==> src/rtl/rsqe_queue.sv <==
// Two-entry queue of quad records between the front end and the vertex emitter.
// No package dependencies.
module rsqe_queue #(
  parameter int WIDTH = 160
) (
  input  logic             clk,
  input  logic             rst_n,
  input  logic             push,
  input  logic [WIDTH-1:0] push_data,
  output logic             full,
  input  logic             pop,
  output logic [WIDTH-1:0] pop_data,
  output logic             not_empty
);

  logic [WIDTH-1:0] mem [2];
  logic       wr_ptr_r, wr_ptr_nxt;
  logic       rd_ptr_r, rd_ptr_nxt;
  logic [1:0] count_r, count_nxt;

  assign full      = (count_r == 2'd2);
  assign not_empty = (count_r != 2'd0);
  assign pop_data  = mem[rd_ptr_r];

  always_comb begin
    wr_ptr_nxt = push ? !wr_ptr_r : wr_ptr_r;
    rd_ptr_nxt = pop  ? !rd_ptr_r : rd_ptr_r;
    count_nxt  = count_r + 2'(push) - 2'(pop);
  end

  always_ff @(posedge clk) begin
    if (!rst_n) begin
      wr_ptr_r <= 1'b0;
      rd_ptr_r <= 1'b0;
      count_r  <= 2'd0;
    end else begin
      wr_ptr_r <= wr_ptr_nxt;
      rd_ptr_r <= rd_ptr_nxt;
      count_r  <= count_nxt;
    end
  end

  always_ff @(posedge clk) begin
    if (push) begin
      mem[wr_ptr_r] <= push_data;
    end
  end

endmodule

==> config.mk <==
export PLATFORM = sky130hd
export DESIGN_NAME = rsqe_queue
export DESIGN_NICKNAME = d
export VERILOG_FILES = /design/src/rtl/rsqe_queue.sv
export SDC_FILE = /design/constraint.sdc
export NUM_CORES = 1
export LEC_CHECK = 0
export ABC_AREA = 1
export BUFFER_PORTS_ARGS = -buffer_cell sky130_fd_sc_hd__buf_2
export CORE_MARGIN = 2
export CORE_UTILIZATION = 47
export DETAILED_ROUTE_END_ITERATION = 8
export MAX_ROUTING_LAYER = met4
export PLACE_DENSITY_LB_ADDON = 0.15
export SYNTH_ARGS = -nofsm -noshare
export SYNTH_HDL_FRONTEND = slang
export SYNTH_SLANG_ARGS = --single-unit
export TNS_END_PERCENT = 10
==> constraint.sdc <==
create_clock -name clk -period 7.85 [get_ports clk]
set_clock_uncertainty 0.15 [all_clocks]
set_input_delay 0.785 -clock clk [delete_from_list [all_inputs] [get_ports clk]]
set_output_delay 0.785 -clock clk [all_outputs]
set_load 0.03 [all_outputs]
==> metrics.cfg, run 1 <==
[sta]
tightest_slew_ns = 1.14
fin_ws_ns = 3.97
hold_viol = 0
tns_ns = 0
fmax_mhz = 257
drv_slew = 0
slew_headroom_pct = 24.2
grt_setup_unrepaired = no
setup_violations = 0
fin_crit_ns = 3.88
final.period_utilization_pct = 49.5
hold_slack_ns = 0.316

[logic_synthesis]
synth_mux_area_share_pct = 17.9
syn_inst = 531
synth_cell_type_count = 12
avgSynthCellArea_sq_um = 22.9
synth_top_family_by_area = multiplexers
ys_ff_latch = 325
yosys_warnings = 0
synth-compound-area-share_pct = 0.0411
synth_xor_area_share_pct = 0
yosys.area_share.adder_pct = 0.206
netlist_area_sq_um = 12200
syn-num-nets = 697
yosys.area_share.simple_pct = 0.565
ys_seq_area_share_pct = 79.7

[placed_design]
dp.cells = 1173
numPortBuffers = 325
dp_slack_ns = 4.46
hpwlAfterDp_mm = 15.7
gp_congestion = 0.778

[global_route]
antenna_found_initial = 8
track_usage_pct = 17.3
first_global_vias = 6340
grt-ovfl-total = 0
grt_pass1_wl_mm = 34.1
grt_max_degree = 86

[floorplanning]
io_pins = 326
dieArea_sq_um = 27200
die_w_um = 165
num_rows = 58
dieHeight_um = 165
core-area_sq_um = 25300
initial_core_util_pct = 48.1

[drt]
drc = 0
post_drt_wl_per_cell_um = 19.0
vias = 6108
vias_per_cell = 4.91
ant_nets = 0
drt-initial-drc-count = 408
routed_wl_mm = 23.6
drt_pass1_iterations = 4

[cts]
clk_latency_ns = 0.49
clk_pin_slew_ns = 0.06
root_buffer = clkbuf_16
cts_resized = 0
cts_tree = built
cts.path.max_buffers = 3
h-tree-depth = 2
cts_made_buffers = 34
hold_buffers = 0
cts_setup_buffers = 0
clock_sinks = 325

[hold_path]
hp-class = in -> reg

[finish]
fill_cells = 1900
multi_input_area_sq_um = 2280
ff_latch_area_sq_um = 9710
final_common_cell = buf_2
stdcell_count = 1243
drive_gt1_share_pct = 59.8
area_growth_pct = 25.1
layout_common_cells = buf_2 (325), edfxtp_1 (320), mux2_4 (100)
finalNetCount = 1045

[setup_path]
end_kind = primary output
required_ns = 6.91
cp_max_fo = 58
critPathArrivalTime_ns = 2.95
critical_path_class = reg -> out
startpoint_type = register

[power]
ir_drop_mv = 0.212
leakage_nw = 5.98
pwr_density_cell_nw_per_um2 = 269
total_power_w = 0.00410

[job]
drv_cap = 0

[run_status]
outcome = finished, final reports clean

[final cells by class]
| type | count | area share, % |
|---|---|---|
| well taps | 330 | 2.71 |
| inverters | 7 | 0.205 |
| repair buffers | 330 | 10.9 |
| clock buffers | 46 | 6.50 |
| flip-flops and latches | 325 | 63.8 |
| diodes | 8 | 0.131 |
| clock inverters | 16 | 0.788 |
| multi-input cells | 181 | 15.0 |
[sequential cells by signal, indices dropped and copies added, names as in the netlist, named ones only]
register  flops
count_r       2
mem         320
rd_ptr_r      1
wr_ptr_r      1
[layer usage]
layer	vias up	routed length, um	GRT usage [%]
met5	-	0	-
met4	0	463	5.22
met3	39	2360	6.76
met2	255	11900	28.9
met1	3004	8920	19.3
li1	2810	-	-
[worst max-delay path, stage by stage (launching register included)]
cell     delay [ns]
dfxtp_4        0.87
buf_4          0.84
mux2_2         0.43
buf_2          0.18
[cells by family (layout without fill, tap and decap cells)]
| kind of cell | count (synthesis) | count (layout) |
|---|---|---|
| adder cells (fa/ha/maj) | 2 | 2 |
| buffers and inverters | 25 | 399 |
| AND/OR/NAND/NOR | 18 | 18 |
| flip-flops | 325 | 325 |
| multiplexers | 160 | 160 |
| AO/OA/AOI/OAI | 1 | 1 |
| other | 0 | 8 |
[report_power, final]
group	leakage (nW)	internal [W]	switching (W)	total (W)
Clock	0.549	0.000948	0.000615	0.00156
Sequential	3.05	0.00201	0.0000313	0.00204
Combinational	2.38	0.000186	0.000303	0.000489
[Yosys cell counts]
| library cell | n | area [sq um] |
|---|---|---|
| ha_1 | 2 | 25.0 |
| buf_6 | 12 | 135 |
| buf_2 | 6 | 30.0 |
| nor2_1 | 8 | 30.0 |
| mux2_4 | 100 | 1500 |
| nand2_1 | 9 | 33.8 |
| edfxtp_1 | 320 | 9610 |
| nand3_1 | 1 | 5.00 |
| mux2_2 | 60 | 676 |
| inv_1 | 7 | 26.3 |
| dfxtp_1 | 5 | 100 |
| a21oi_1 | 1 | 5.00 |
[path summary, 6_finish.rpt]
| path | startpoint | end | slack, ns | cells after the start |
|---|---|---|---|---|
| max | register | pop_data[12] | 3.97 | 3 |
| min | push_data[52] | mem[0][52] | 0.32 | 1 |
| max reg2reg | wr_ptr_r | mem[0][99] | 5.16 | 2 |
| min reg2reg | rd_ptr_r | rd_ptr_r | 0.38 | 2 |
[per-stage QoR]
step	instance area, sq um	utilization, %
6_report	15200	60.2
2_1_floorplan	12200	-
5_1_grt	15200	60.2
3_5_place_dp	14100	55.7
4_1_cts	15200	60.1
3_3_place_gp	14100	55.7
(Power assumes the default switching activity.)
==> inputs of run 2 (changes only) <==
==> constraint.sdc (replaced) <==
create_clock -name clk -period 3.2 [get_ports clk]
set_clock_uncertainty 0.15 [all_clocks]
set_input_delay 0.32 -clock clk [delete_from_list [all_inputs] [get_ports clk]]
set_output_delay 0.32 -clock clk [all_outputs]
set_load 0.03 [all_outputs]
==> run 2 against run 1 <==
Register-to-register slack lost 3.8 ns. Cell count grew 13%. Total power grew 150%. Largest cell class unchanged.
==> metrics.cfg, run 2 (same netlist as run 1, synthesis figures left out) <==
[run_status]
outcome = finished, final reports clean

[setup_path]
cp_max_fo = 112
worstPathCellList = buf_12, mux2_2, buf_2
worst_path_max_delay_cell = buf_12
critical_path_class = reg -> out
end_kind = primary output
slowest_delay_ns = 0.46
required_ns = 2.73
critPathArrivalTime_ns = 2.10
startpoint_type = register
worstRegToRegCells = 2

[cts]
h-tree-depth = 2
clock_sinks = 325
cts_resized = 0
root_buffer = clkbuf_16
clk_pin_slew_ns = 0.06
cts_tree = built
cts.path.max_buffers = 3
cts_made_buffers = 34
clk_latency_ns = 0.49

[sta]
slew_headroom_pct = 43.6
hold_viol = 0
final.period_utilization_pct = 80.3
fin_ws_ns = 0.632
grt_setup_unrepaired = no
hold_slack_ns = 0.0376
fmax_mhz = 389
fin_crit_ns = 2.57
tightest_slew_ns = 0.846
tns_ns = 0
drv_slew = 0
setup_violations = 0

[floorplanning]
initial_core_util_pct = 48.1
core-area_sq_um = 25300
io_pins = 326
dieHeight_um = 165
num_rows = 58
dieArea_sq_um = 27200
die_w_um = 165

[placed_design]
numPortBuffers = 325
hpwlAfterDp_mm = 16.3
gp_congestion = 0.841
dp_slack_ns = 1.13
placed_area_sq_um = 14200

[finish]
drive_gt1_share_pct = 51.4
stdcell_area_sq_um = 16900
layout_common_cells = buf_2 (325), edfxtp_1 (320), dlygate4sd3_1 (162)
fill_cells = 1708
largest_register = mem
finalNetCount = 1212
largest_register_ffs = 320
multi_input_area_sq_um = 2290
top_regs = mem (320), count_r (2)
area_growth_pct = 39.1
final_common_cell = buf_2
ff_latch_area_sq_um = 9710

[drt]
post_drt_wl_per_cell_um = 18.2
ant_nets = 0
routed_wl_mm = 25.6
vias_per_cell = 4.81
drt_pass1_iterations = 4
vias = 6750
drc = 0
drt-initial-drc-count = 445

[global_route]
antenna_found_initial = 3
first_global_vias = 7176
track_usage_pct = 18.8
grt_max_degree = 113
grt-ovfl-total = 0
grt_pass1_wl_mm = 37.6

[power]
ir_drop_mv = 0.456
pwr_density_cell_nw_per_um2 = 597
leakage_nw = 6.68
total_power_w = 0.0101

[job]
drv_cap = 0

[hold_path]
hp-class = in -> reg
hold_depth = 3

run 2: cell count changes in the layout (fill, tap and decap cells not counted), moves of 2 or more:
| cell | delta |
|---|---|
| buf_12 | +7 |
| diode_2 | -5 |
| clkbuf_8 | -2 |
| clkinv_2 | +2 |
| buf_4 | -2 |
| clkinv_1 | -2 |
| dlygate4sd3_1 | +162 |
| clkinvlp_4 | +3 |
run 2: timing repair:
action                                 4_1_cts  5_1_grt
hold buffers                               162        0
buffers inserted                             0        0
endpoints found under the hold margin      325        0
run 2: cell type report:
class	instances	share of cell area [%]
inverter	7	0.251
timing repair buffer	497	20.1
multi-input combinational	181	13.5
tap	330	2.44
sequential	325	57.3
clock buffer	44	5.68
antenna	3	0.0443
clock inverter	17	0.635
run 2: worst paths after layout:
kind	from	slack (ns)	end
max	register	0.63	pop_data[52]
min	push	0.04	wr_ptr_r
max reg2reg	wr_ptr_r	1.41	mem[0][23]
min reg2reg	rd_ptr_r	0.37	register
run 2: worst max-delay path: cells and delay by family, from the launching register on:
family / cells / cell delay, ns
buf+inv: 2 / 0.64
flops: 1 / 0.37
mux: 1 / 0.42
run 2: metal layers:
metal | global-route usage (%) | part of all wire (%) | up-vias
met3 | 4.55 | 7.9 | 47
met1 | 22.6 | 40 | 3278
met5 | - | 0 | -
met2 | 31.4 | 50 | 288
met4 | 6.05 | 2.4 | 0
li1 | - | - | 3137
run 2: metrics by stage:
stage	cells	utilization [%]
detailed placement	1178	56.2
global route	1404	66.9
floorplan	531	-
CTS	1401	66.9
finish	1404	66.9
global placement	1178	56.2
run 2: power by group:
part / internal, W / total [W] / leakage, nW / switching (W)
sequential: 0.00493 / 0.00499 / 3.05 / 0.0000602
combinational: 0.000608 / 0.00141 / 3.11 / 0.000806
clock: 0.00220 / 0.00371 / 0.525 / 0.00151
total: 0.00774 / 0.0101 / 6.68 / 0.00238
