**src/rtl/rsqe_pkg.sv**
```systemverilog
// Shared types, constants and constant functions for the rotated sprite quad expander.
// Holds the quarter-wave sine series used to build the lookup table and the vertex order.
// No dependencies.
package rsqe_pkg;

  localparam int PHASE_W = 14;
  localparam int MAG_W   = 15;
  localparam int TRIG_W  = 16;
  localparam int STEP_W  = 3;
  localparam int CORNER_W = 2;
  localparam int COLOR_W = 32;

  localparam logic [MAG_W-1:0]  ONE_Q14      = 15'd16384;
  localparam logic [15:0]       QUARTER_TURN = 16'd16384;
  localparam logic [63:0]       HALF_PI_Q30  = 64'd1686629713;

  // Divisors (2n)(2n+1) of the sine series terms, n = 1..9.
  localparam logic [63:0] TERM_DIV [9] = '{
    64'd6, 64'd20, 64'd42, 64'd72, 64'd110, 64'd156, 64'd210, 64'd272, 64'd342
  };

  localparam logic [STEP_W-1:0] FIRST_STEP = 3'd0;
  localparam logic [STEP_W-1:0] LAST_STEP  = 3'd5;

  localparam logic [CORNER_W-1:0] CORNER_BL = 2'd0;
  localparam logic [CORNER_W-1:0] CORNER_BR = 2'd1;
  localparam logic [CORNER_W-1:0] CORNER_TL = 2'd2;
  localparam logic [CORNER_W-1:0] CORNER_TR = 2'd3;

  typedef struct packed {
    logic [7:0] alpha;
    logic [7:0] blue;
    logic [7:0] green;
    logic [7:0] red;
  } color_t;

  // Sine of angle x (Q30 radians) in Q14, from a truncated Taylor series up to x^19.
  function automatic logic [MAG_W-1:0] taylor_sine_q14(input logic [63:0] x);
    logic [63:0] x2;
    logic [63:0] t;
    longint      acc;
    x2  = (x * x) >> 30;
    t   = x;
    acc = longint'(x);
    for (int n = 1; n <= 9; n++) begin
      t = ((t * x2) >> 30) / TERM_DIV[n-1];
      if ((n & 1) != 0) begin
        acc = acc - longint'(t);
      end else begin
        acc = acc + longint'(t);
      end
    end
    if (acc < 0) begin
      acc = 0;
    end
    acc = (acc + 32768) >>> 16;
    if (acc > 16384) begin
      acc = 16384;
    end
    return MAG_W'(acc);
  endfunction

  // Two triangles: corners 0,1,2 then 1,3,2.
  function automatic logic [CORNER_W-1:0] corner_of_step(input logic [STEP_W-1:0] step);
    logic [CORNER_W-1:0] c;
    unique case (step)
      3'd0:    c = CORNER_BL;
      3'd1:    c = CORNER_BR;
      3'd2:    c = CORNER_TL;
      3'd3:    c = CORNER_BR;
      3'd4:    c = CORNER_TR;
      3'd5:    c = CORNER_TL;
      default: c = CORNER_BL;
    endcase
    return c;
  endfunction

endpackage

```
**src/rtl/rsqe_back.sv**
```systemverilog
// Back end: takes one quad record and emits its six vertices through an output register.
// Depends on rsqe_pkg.
module rsqe_back #(
  parameter int COORD_WIDTH = 16
) (
  input  logic                          clk,
  input  logic                          rst_n,
  input  logic                          q_valid,
  input  logic [8*COORD_WIDTH+rsqe_pkg::COLOR_W-1:0] q_data,
  output logic                          q_pop,
  output logic                          out_valid,
  input  logic                          out_stall,
  output logic signed [COORD_WIDTH-1:0] out_vertex_x,
  output logic signed [COORD_WIDTH-1:0] out_vertex_y,
  output logic [7:0]                    out_vertex_red,
  output logic [7:0]                    out_vertex_green,
  output logic [7:0]                    out_vertex_blue,
  output logic [7:0]                    out_vertex_alpha,
  output logic [1:0]                    out_corner_index,
  output logic                          out_last_of_quad
);

  localparam int QUAD_W = 8*COORD_WIDTH + rsqe_pkg::COLOR_W;

  logic                          quad_valid_r, quad_valid_nxt;
  logic [QUAD_W-1:0]             quad_r, quad_nxt;
  logic [rsqe_pkg::STEP_W-1:0]   step_r, step_nxt;
  logic                          out_valid_r, out_valid_nxt;
  logic signed [COORD_WIDTH-1:0] x_r, y_r, x_nxt, y_nxt;
  rsqe_pkg::color_t              col_r, col_nxt;
  logic [1:0]                    corner_r, corner_nxt;
  logic                          last_r, last_nxt;

  logic                          out_load, emit, last_step;
  logic [COORD_WIDTH-1:0]        cx [4];
  logic [COORD_WIDTH-1:0]        cy [4];
  logic [1:0]                    corner;

  always_comb begin
    for (int i = 0; i < 4; i++) begin
      cx[i] = quad_r[i*2*COORD_WIDTH +: COORD_WIDTH];
      cy[i] = quad_r[i*2*COORD_WIDTH + COORD_WIDTH +: COORD_WIDTH];
    end
  end

  assign out_load  = !out_valid_r || !out_stall;
  assign emit      = quad_valid_r && out_load;
  assign last_step = (step_r == rsqe_pkg::LAST_STEP);
  assign corner    = rsqe_pkg::corner_of_step(step_r);
  // Take the next quad when none is held, or as the current one hands off its last vertex.
  assign q_pop     = q_valid && (!quad_valid_r || (emit && last_step));

  always_comb begin
    quad_valid_nxt = quad_valid_r;
    quad_nxt       = quad_r;
    step_nxt       = step_r;
    out_valid_nxt  = out_valid_r;
    x_nxt          = x_r;
    y_nxt          = y_r;
    col_nxt        = col_r;
    corner_nxt     = corner_r;
    last_nxt       = last_r;
    if (out_load) begin
      out_valid_nxt = quad_valid_r;
    end
    if (emit) begin
      x_nxt      = $signed(cx[corner]);
      y_nxt      = $signed(cy[corner]);
      col_nxt    = quad_r[8*COORD_WIDTH +: rsqe_pkg::COLOR_W];
      corner_nxt = corner;
      last_nxt   = last_step;
      if (last_step) begin
        quad_valid_nxt = 1'b0;
        step_nxt       = rsqe_pkg::FIRST_STEP;
      end else begin
        step_nxt = step_r + 3'd1;
      end
    end
    if (q_pop) begin
      quad_valid_nxt = 1'b1;
      quad_nxt       = q_data;
      step_nxt       = rsqe_pkg::FIRST_STEP;
    end
  end

  always_ff @(posedge clk) begin
    if (!rst_n) begin
      quad_valid_r <= 1'b0;
      step_r       <= rsqe_pkg::FIRST_STEP;
      out_valid_r  <= 1'b0;
    end else begin
      quad_valid_r <= quad_valid_nxt;
      step_r       <= step_nxt;
      out_valid_r  <= out_valid_nxt;
    end
  end

  always_ff @(posedge clk) begin
    quad_r   <= quad_nxt;
    x_r      <= x_nxt;
    y_r      <= y_nxt;
    col_r    <= col_nxt;
    corner_r <= corner_nxt;
    last_r   <= last_nxt;
  end

  assign out_valid        = out_valid_r;
  assign out_vertex_x     = x_r;
  assign out_vertex_y     = y_r;
  assign out_vertex_red   = col_r.red;
  assign out_vertex_green = col_r.green;
  assign out_vertex_blue  = col_r.blue;
  assign out_vertex_alpha = col_r.alpha;
  assign out_corner_index = corner_r;
  assign out_last_of_quad = last_r;

endmodule

```
**config.mk**
```make
export PLATFORM = sky130hd
export DESIGN_NAME = rsqe_back
export DESIGN_NICKNAME = d
export VERILOG_FILES = /design/src/rtl/rsqe_pkg.sv /design/src/rtl/rsqe_back.sv
export SDC_FILE = /design/constraint.sdc
export NUM_CORES = 1
export LEC_CHECK = 0
export BUFFER_PORTS_ARGS = -buffer_cell sky130_fd_sc_hd__buf_2
export CELL_PAD_IN_SITES_DETAIL_PLACEMENT = 0
export CELL_PAD_IN_SITES_GLOBAL_PLACEMENT = 2
export CORE_MARGIN = 8
export CORE_UTILIZATION = 36
export CTS_BUF_LIST = sky130_fd_sc_hd__clkbuf_16
export CTS_CLUSTER_SIZE = 24
export DETAILED_ROUTE_END_ITERATION = 8
export HOLD_SLACK_MARGIN = 0.02
export PLACE_DENSITY = 0.89
export SLEW_MARGIN = 20
export SYNTH_ARGS = -nofsm -noshare
export SYNTH_HDL_FRONTEND = slang
export SYNTH_SLANG_ARGS = --single-unit
```
**constraint.sdc**
```tcl
create_clock -name clk -period 14.8 [get_ports clk]
set_input_delay 2.96 -clock clk [delete_from_list [all_inputs] [get_ports clk]]
set_output_delay 2.96 -clock clk [all_outputs]
set_load 0.05 [all_outputs]
```
==> flow_summary.yaml <==
floorplanning:
  coreArea_mm2: 0.02182
  die-area_mm2: 0.02732
  rows: 54
  initial_utilization_pct: 36.77
  die_w_um: 165.3
  ios: 233
  die_h_um: 165.3
timing:
  totalNegativeSetupSlack_ns: 0
  min_period_ns: 6.887
  period_share_pct: 46.53
  slew_headroom_pct: 32.35
  whs_ns: 0.4188
  hold_viol: 0
  fmax_mhz: 145.2
  setup_viol: 0
  drv_slew: 0
  fin_skew_ns: 0.005799
  rsz0062_at_grt: "false"
  worst_pin_slew_ns: 1.015
synth:
  synth-async-reset-ratio_pct: 0
  yosysSeqAreaShare_pct: 86.20
  yosys.area.top_type_share_pct: 84.95
  synthCells: 440
  ys_types: 26
  syn_area_per_cell_um2: 18.24
  synth_nets: 605
  syn_area_mm2: 0.008024
  yosys.area_share.simple_pct: 5.302
  synth_top_flop_cell: "edfxtp_1"
  synth_commonest_cells: "edfxtp_1, nand2_1, a21oi_1"
  ys_ff_latch: 232
  synthMostInstantiatedCell: "edfxtp_1"
  synth_top_family_by_area: "compound AO/OA/AOI/OAI gates"
  synth_edf_count: 227
  synth_xor_area_share_pct: 0.2183
  synthAdderAreaFrac_pct: 0.1559
  yosysTopAreaCell: "edfxtp_1"
  yosys_warnings: 0
  synth_mux_area_share_pct: 0
  ys_top_cells_by_area: "edfxtp_1, nand2_1, a32oi_1, a21oi_1, dfxtp_1"
  synth_compound_area_share_pct: 6.253
worst_setup_path:
  cp-start-kind: "input pin"
  critPathRequiredTime_ns: 11.84
  path_common_cell: "buf_2"
  max_stage_delay_ns: 0.42
  r2r_setup_slack_ns: 11.98
  cp.arrival_ns: 3.93
  cp_max_fo: 3
  path_class: "in2out"
  worstSetupEndpointType: "primary output"
  slowest_stage: "a21boi_0"
  cp_cell_sequence: "buf_2 > nand2_1 > a21boi_0 > nor2_4 > buf_2"
final_layout:
  layout-drive-gt1-share_pct: 39.34
  nFillCells: 1883
  nets: 849
  final_cells: 980
  area_growth_pct: 28.08
run:
  maxCapViolations: 0
clocking:
  clkTransAtPathRegs_ns: 0.06
  cts_buffers: 24
  cts_max_level: 1
  insertion_delay_ns: 0.50
  cts_hold_buf: 0
  clockRootBuffer: "clkbuf_16"
  post_cts_buffers: 0
  cts_buffer_depth: 3
  cts_tree: "done"
  cts-resized-gates: 0
  clock-sinks: 232
grt:
  grt_overflow: 0
  grt_antenna_before_repair: 1
  grt_max_degree: 72
  grt.total_usage_pct: 12.42
  first_global_vias: 4734
  grt_first_pass_wirelength_um: 26270
power:
  p_leak_uw: 0.003885
  ir_drop_mv: 0.08730
  power.total_uw: 1515
  powerDensity_mw_per_mm2: 147.4
routing:
  wl_per_cell_um: 18.13
  drt_iter0_drc: 268
  wirelength_um: 17770
  num_vias: 4565
  ant_nets: 0
  drc: 0
  firstDrtPassIters: 4
  vias_per_cell: 4.658
min_path:
  min_path_type: "reg2reg"
placement:
  numPortBuffers: 232
  gp_congestion: 0.7135
  dpl.hpwl_um: 11930
  dp.cells: 938
run_status:
  status: "complete, no violations"
[through the flow]
stage          utilization [%]  setup slack (ns)  area, um^2
3_5_place_dp             43.44             7.888        9479
4_1_cts                  47.08             7.894       10270
6_report                 47.09             7.913       10280
2_1_floorplan                -             1.451        8024
5_1_grt                  47.08             7.798       10270
3_3_place_gp             43.44             7.905        9479
[final cells by class]
| class | count | area [um^2] | share of cell area, % |
|---|---|---|---|
| sequential | 232 | 6917 | 67.30 |
| clock inverter | 16 | 170.2 | 1.656 |
| tap | 280 | 350.3 | 3.409 |
| inverter | 3 | 11.26 | 0.1096 |
| clock buffer | 25 | 625.6 | 6.087 |
| timing repair buffer | 239 | 1214 | 11.81 |
| multi-input combinational | 184 | 987.2 | 9.606 |
| antenna | 1 | 2.502 | 0.02435 |
[per-layer routing]
layer	vias to the layer above	share of wire, %	track usage (%)
met2	188	47	20.52
met1	2171	42	15.48
met4	2	1.9	3.044
met3	27	9.5	4.214
met5	-	0.073	0
li1	2177	-	-
[where the power goes]
part	internal, uW	total, uW	switching (uW)
Combinational	35.8	130	94.1
Clock	372	605	234
Sequential	770	780	10.0
Total	1180	1520	338
[registers in the layout (all words and copies together) (netlist names)]
signal / cells
out_vertex_green: 8
out_vertex_red: 8
out_vertex_y: 16
quad_valid_r: 1
quad_r: 160
out_vertex_alpha: 8
out_vertex_x: 16
out_corner_index: 2
out_last_of_quad: 1
out_valid: 1
out_vertex_blue: 8
step_r: 3
[worst paths after layout]
path / startpoint / endpoint / depth (start not counted)
max reg2reg: step_r[0] / quad_r[79] / 5
min reg2reg: quad_r[138] / out_vertex_green[2] / 0
min: quad_r[138] / out_vertex_green[2] / 0
max: out_stall / q_pop / 5
[layout by cell type, fill, tap and decap left out, types with 4 or more instances in the layout]
| master | Yosys | routed |
|---|---|---|
| a21oi_1 | 34 | 34 |
| a32oi_1 | 32 | 32 |
| buf_2 | 12 | 232 |
| buf_4 | 6 | 7 |
| bufinv_16 | 0 | 4 |
| clkbuf_16 | 0 | 25 |
| clkinv_1 | 0 | 7 |
| dfxtp_1 | 5 | 5 |
| edfxtp_1 | 227 | 227 |
| inv_1 | 2 | 5 |
| nand2_1 | 99 | 99 |
[critical path, delay by kind of cell]
family | cells | cell delay, ns
and+or+nand+nor | 2 | 0.17
buffers and inverters | 2 | 0.36
AOI/OAI and AO/OA | 1 | 0.42
[kinds of logic (layout without fill, tap and decap cells)]
family,count (synthesis),count (layout)
XOR/XNOR,2,2
flip-flops,232,232
buffers and inverters,24,283
adder cells (fa/ha/maj),1,1
AND/OR/NAND/NOR,108,108
other,0,1
AO/OA/AOI/OAI,73,73
No activity file was read; power rests on OpenSTA's default activity.
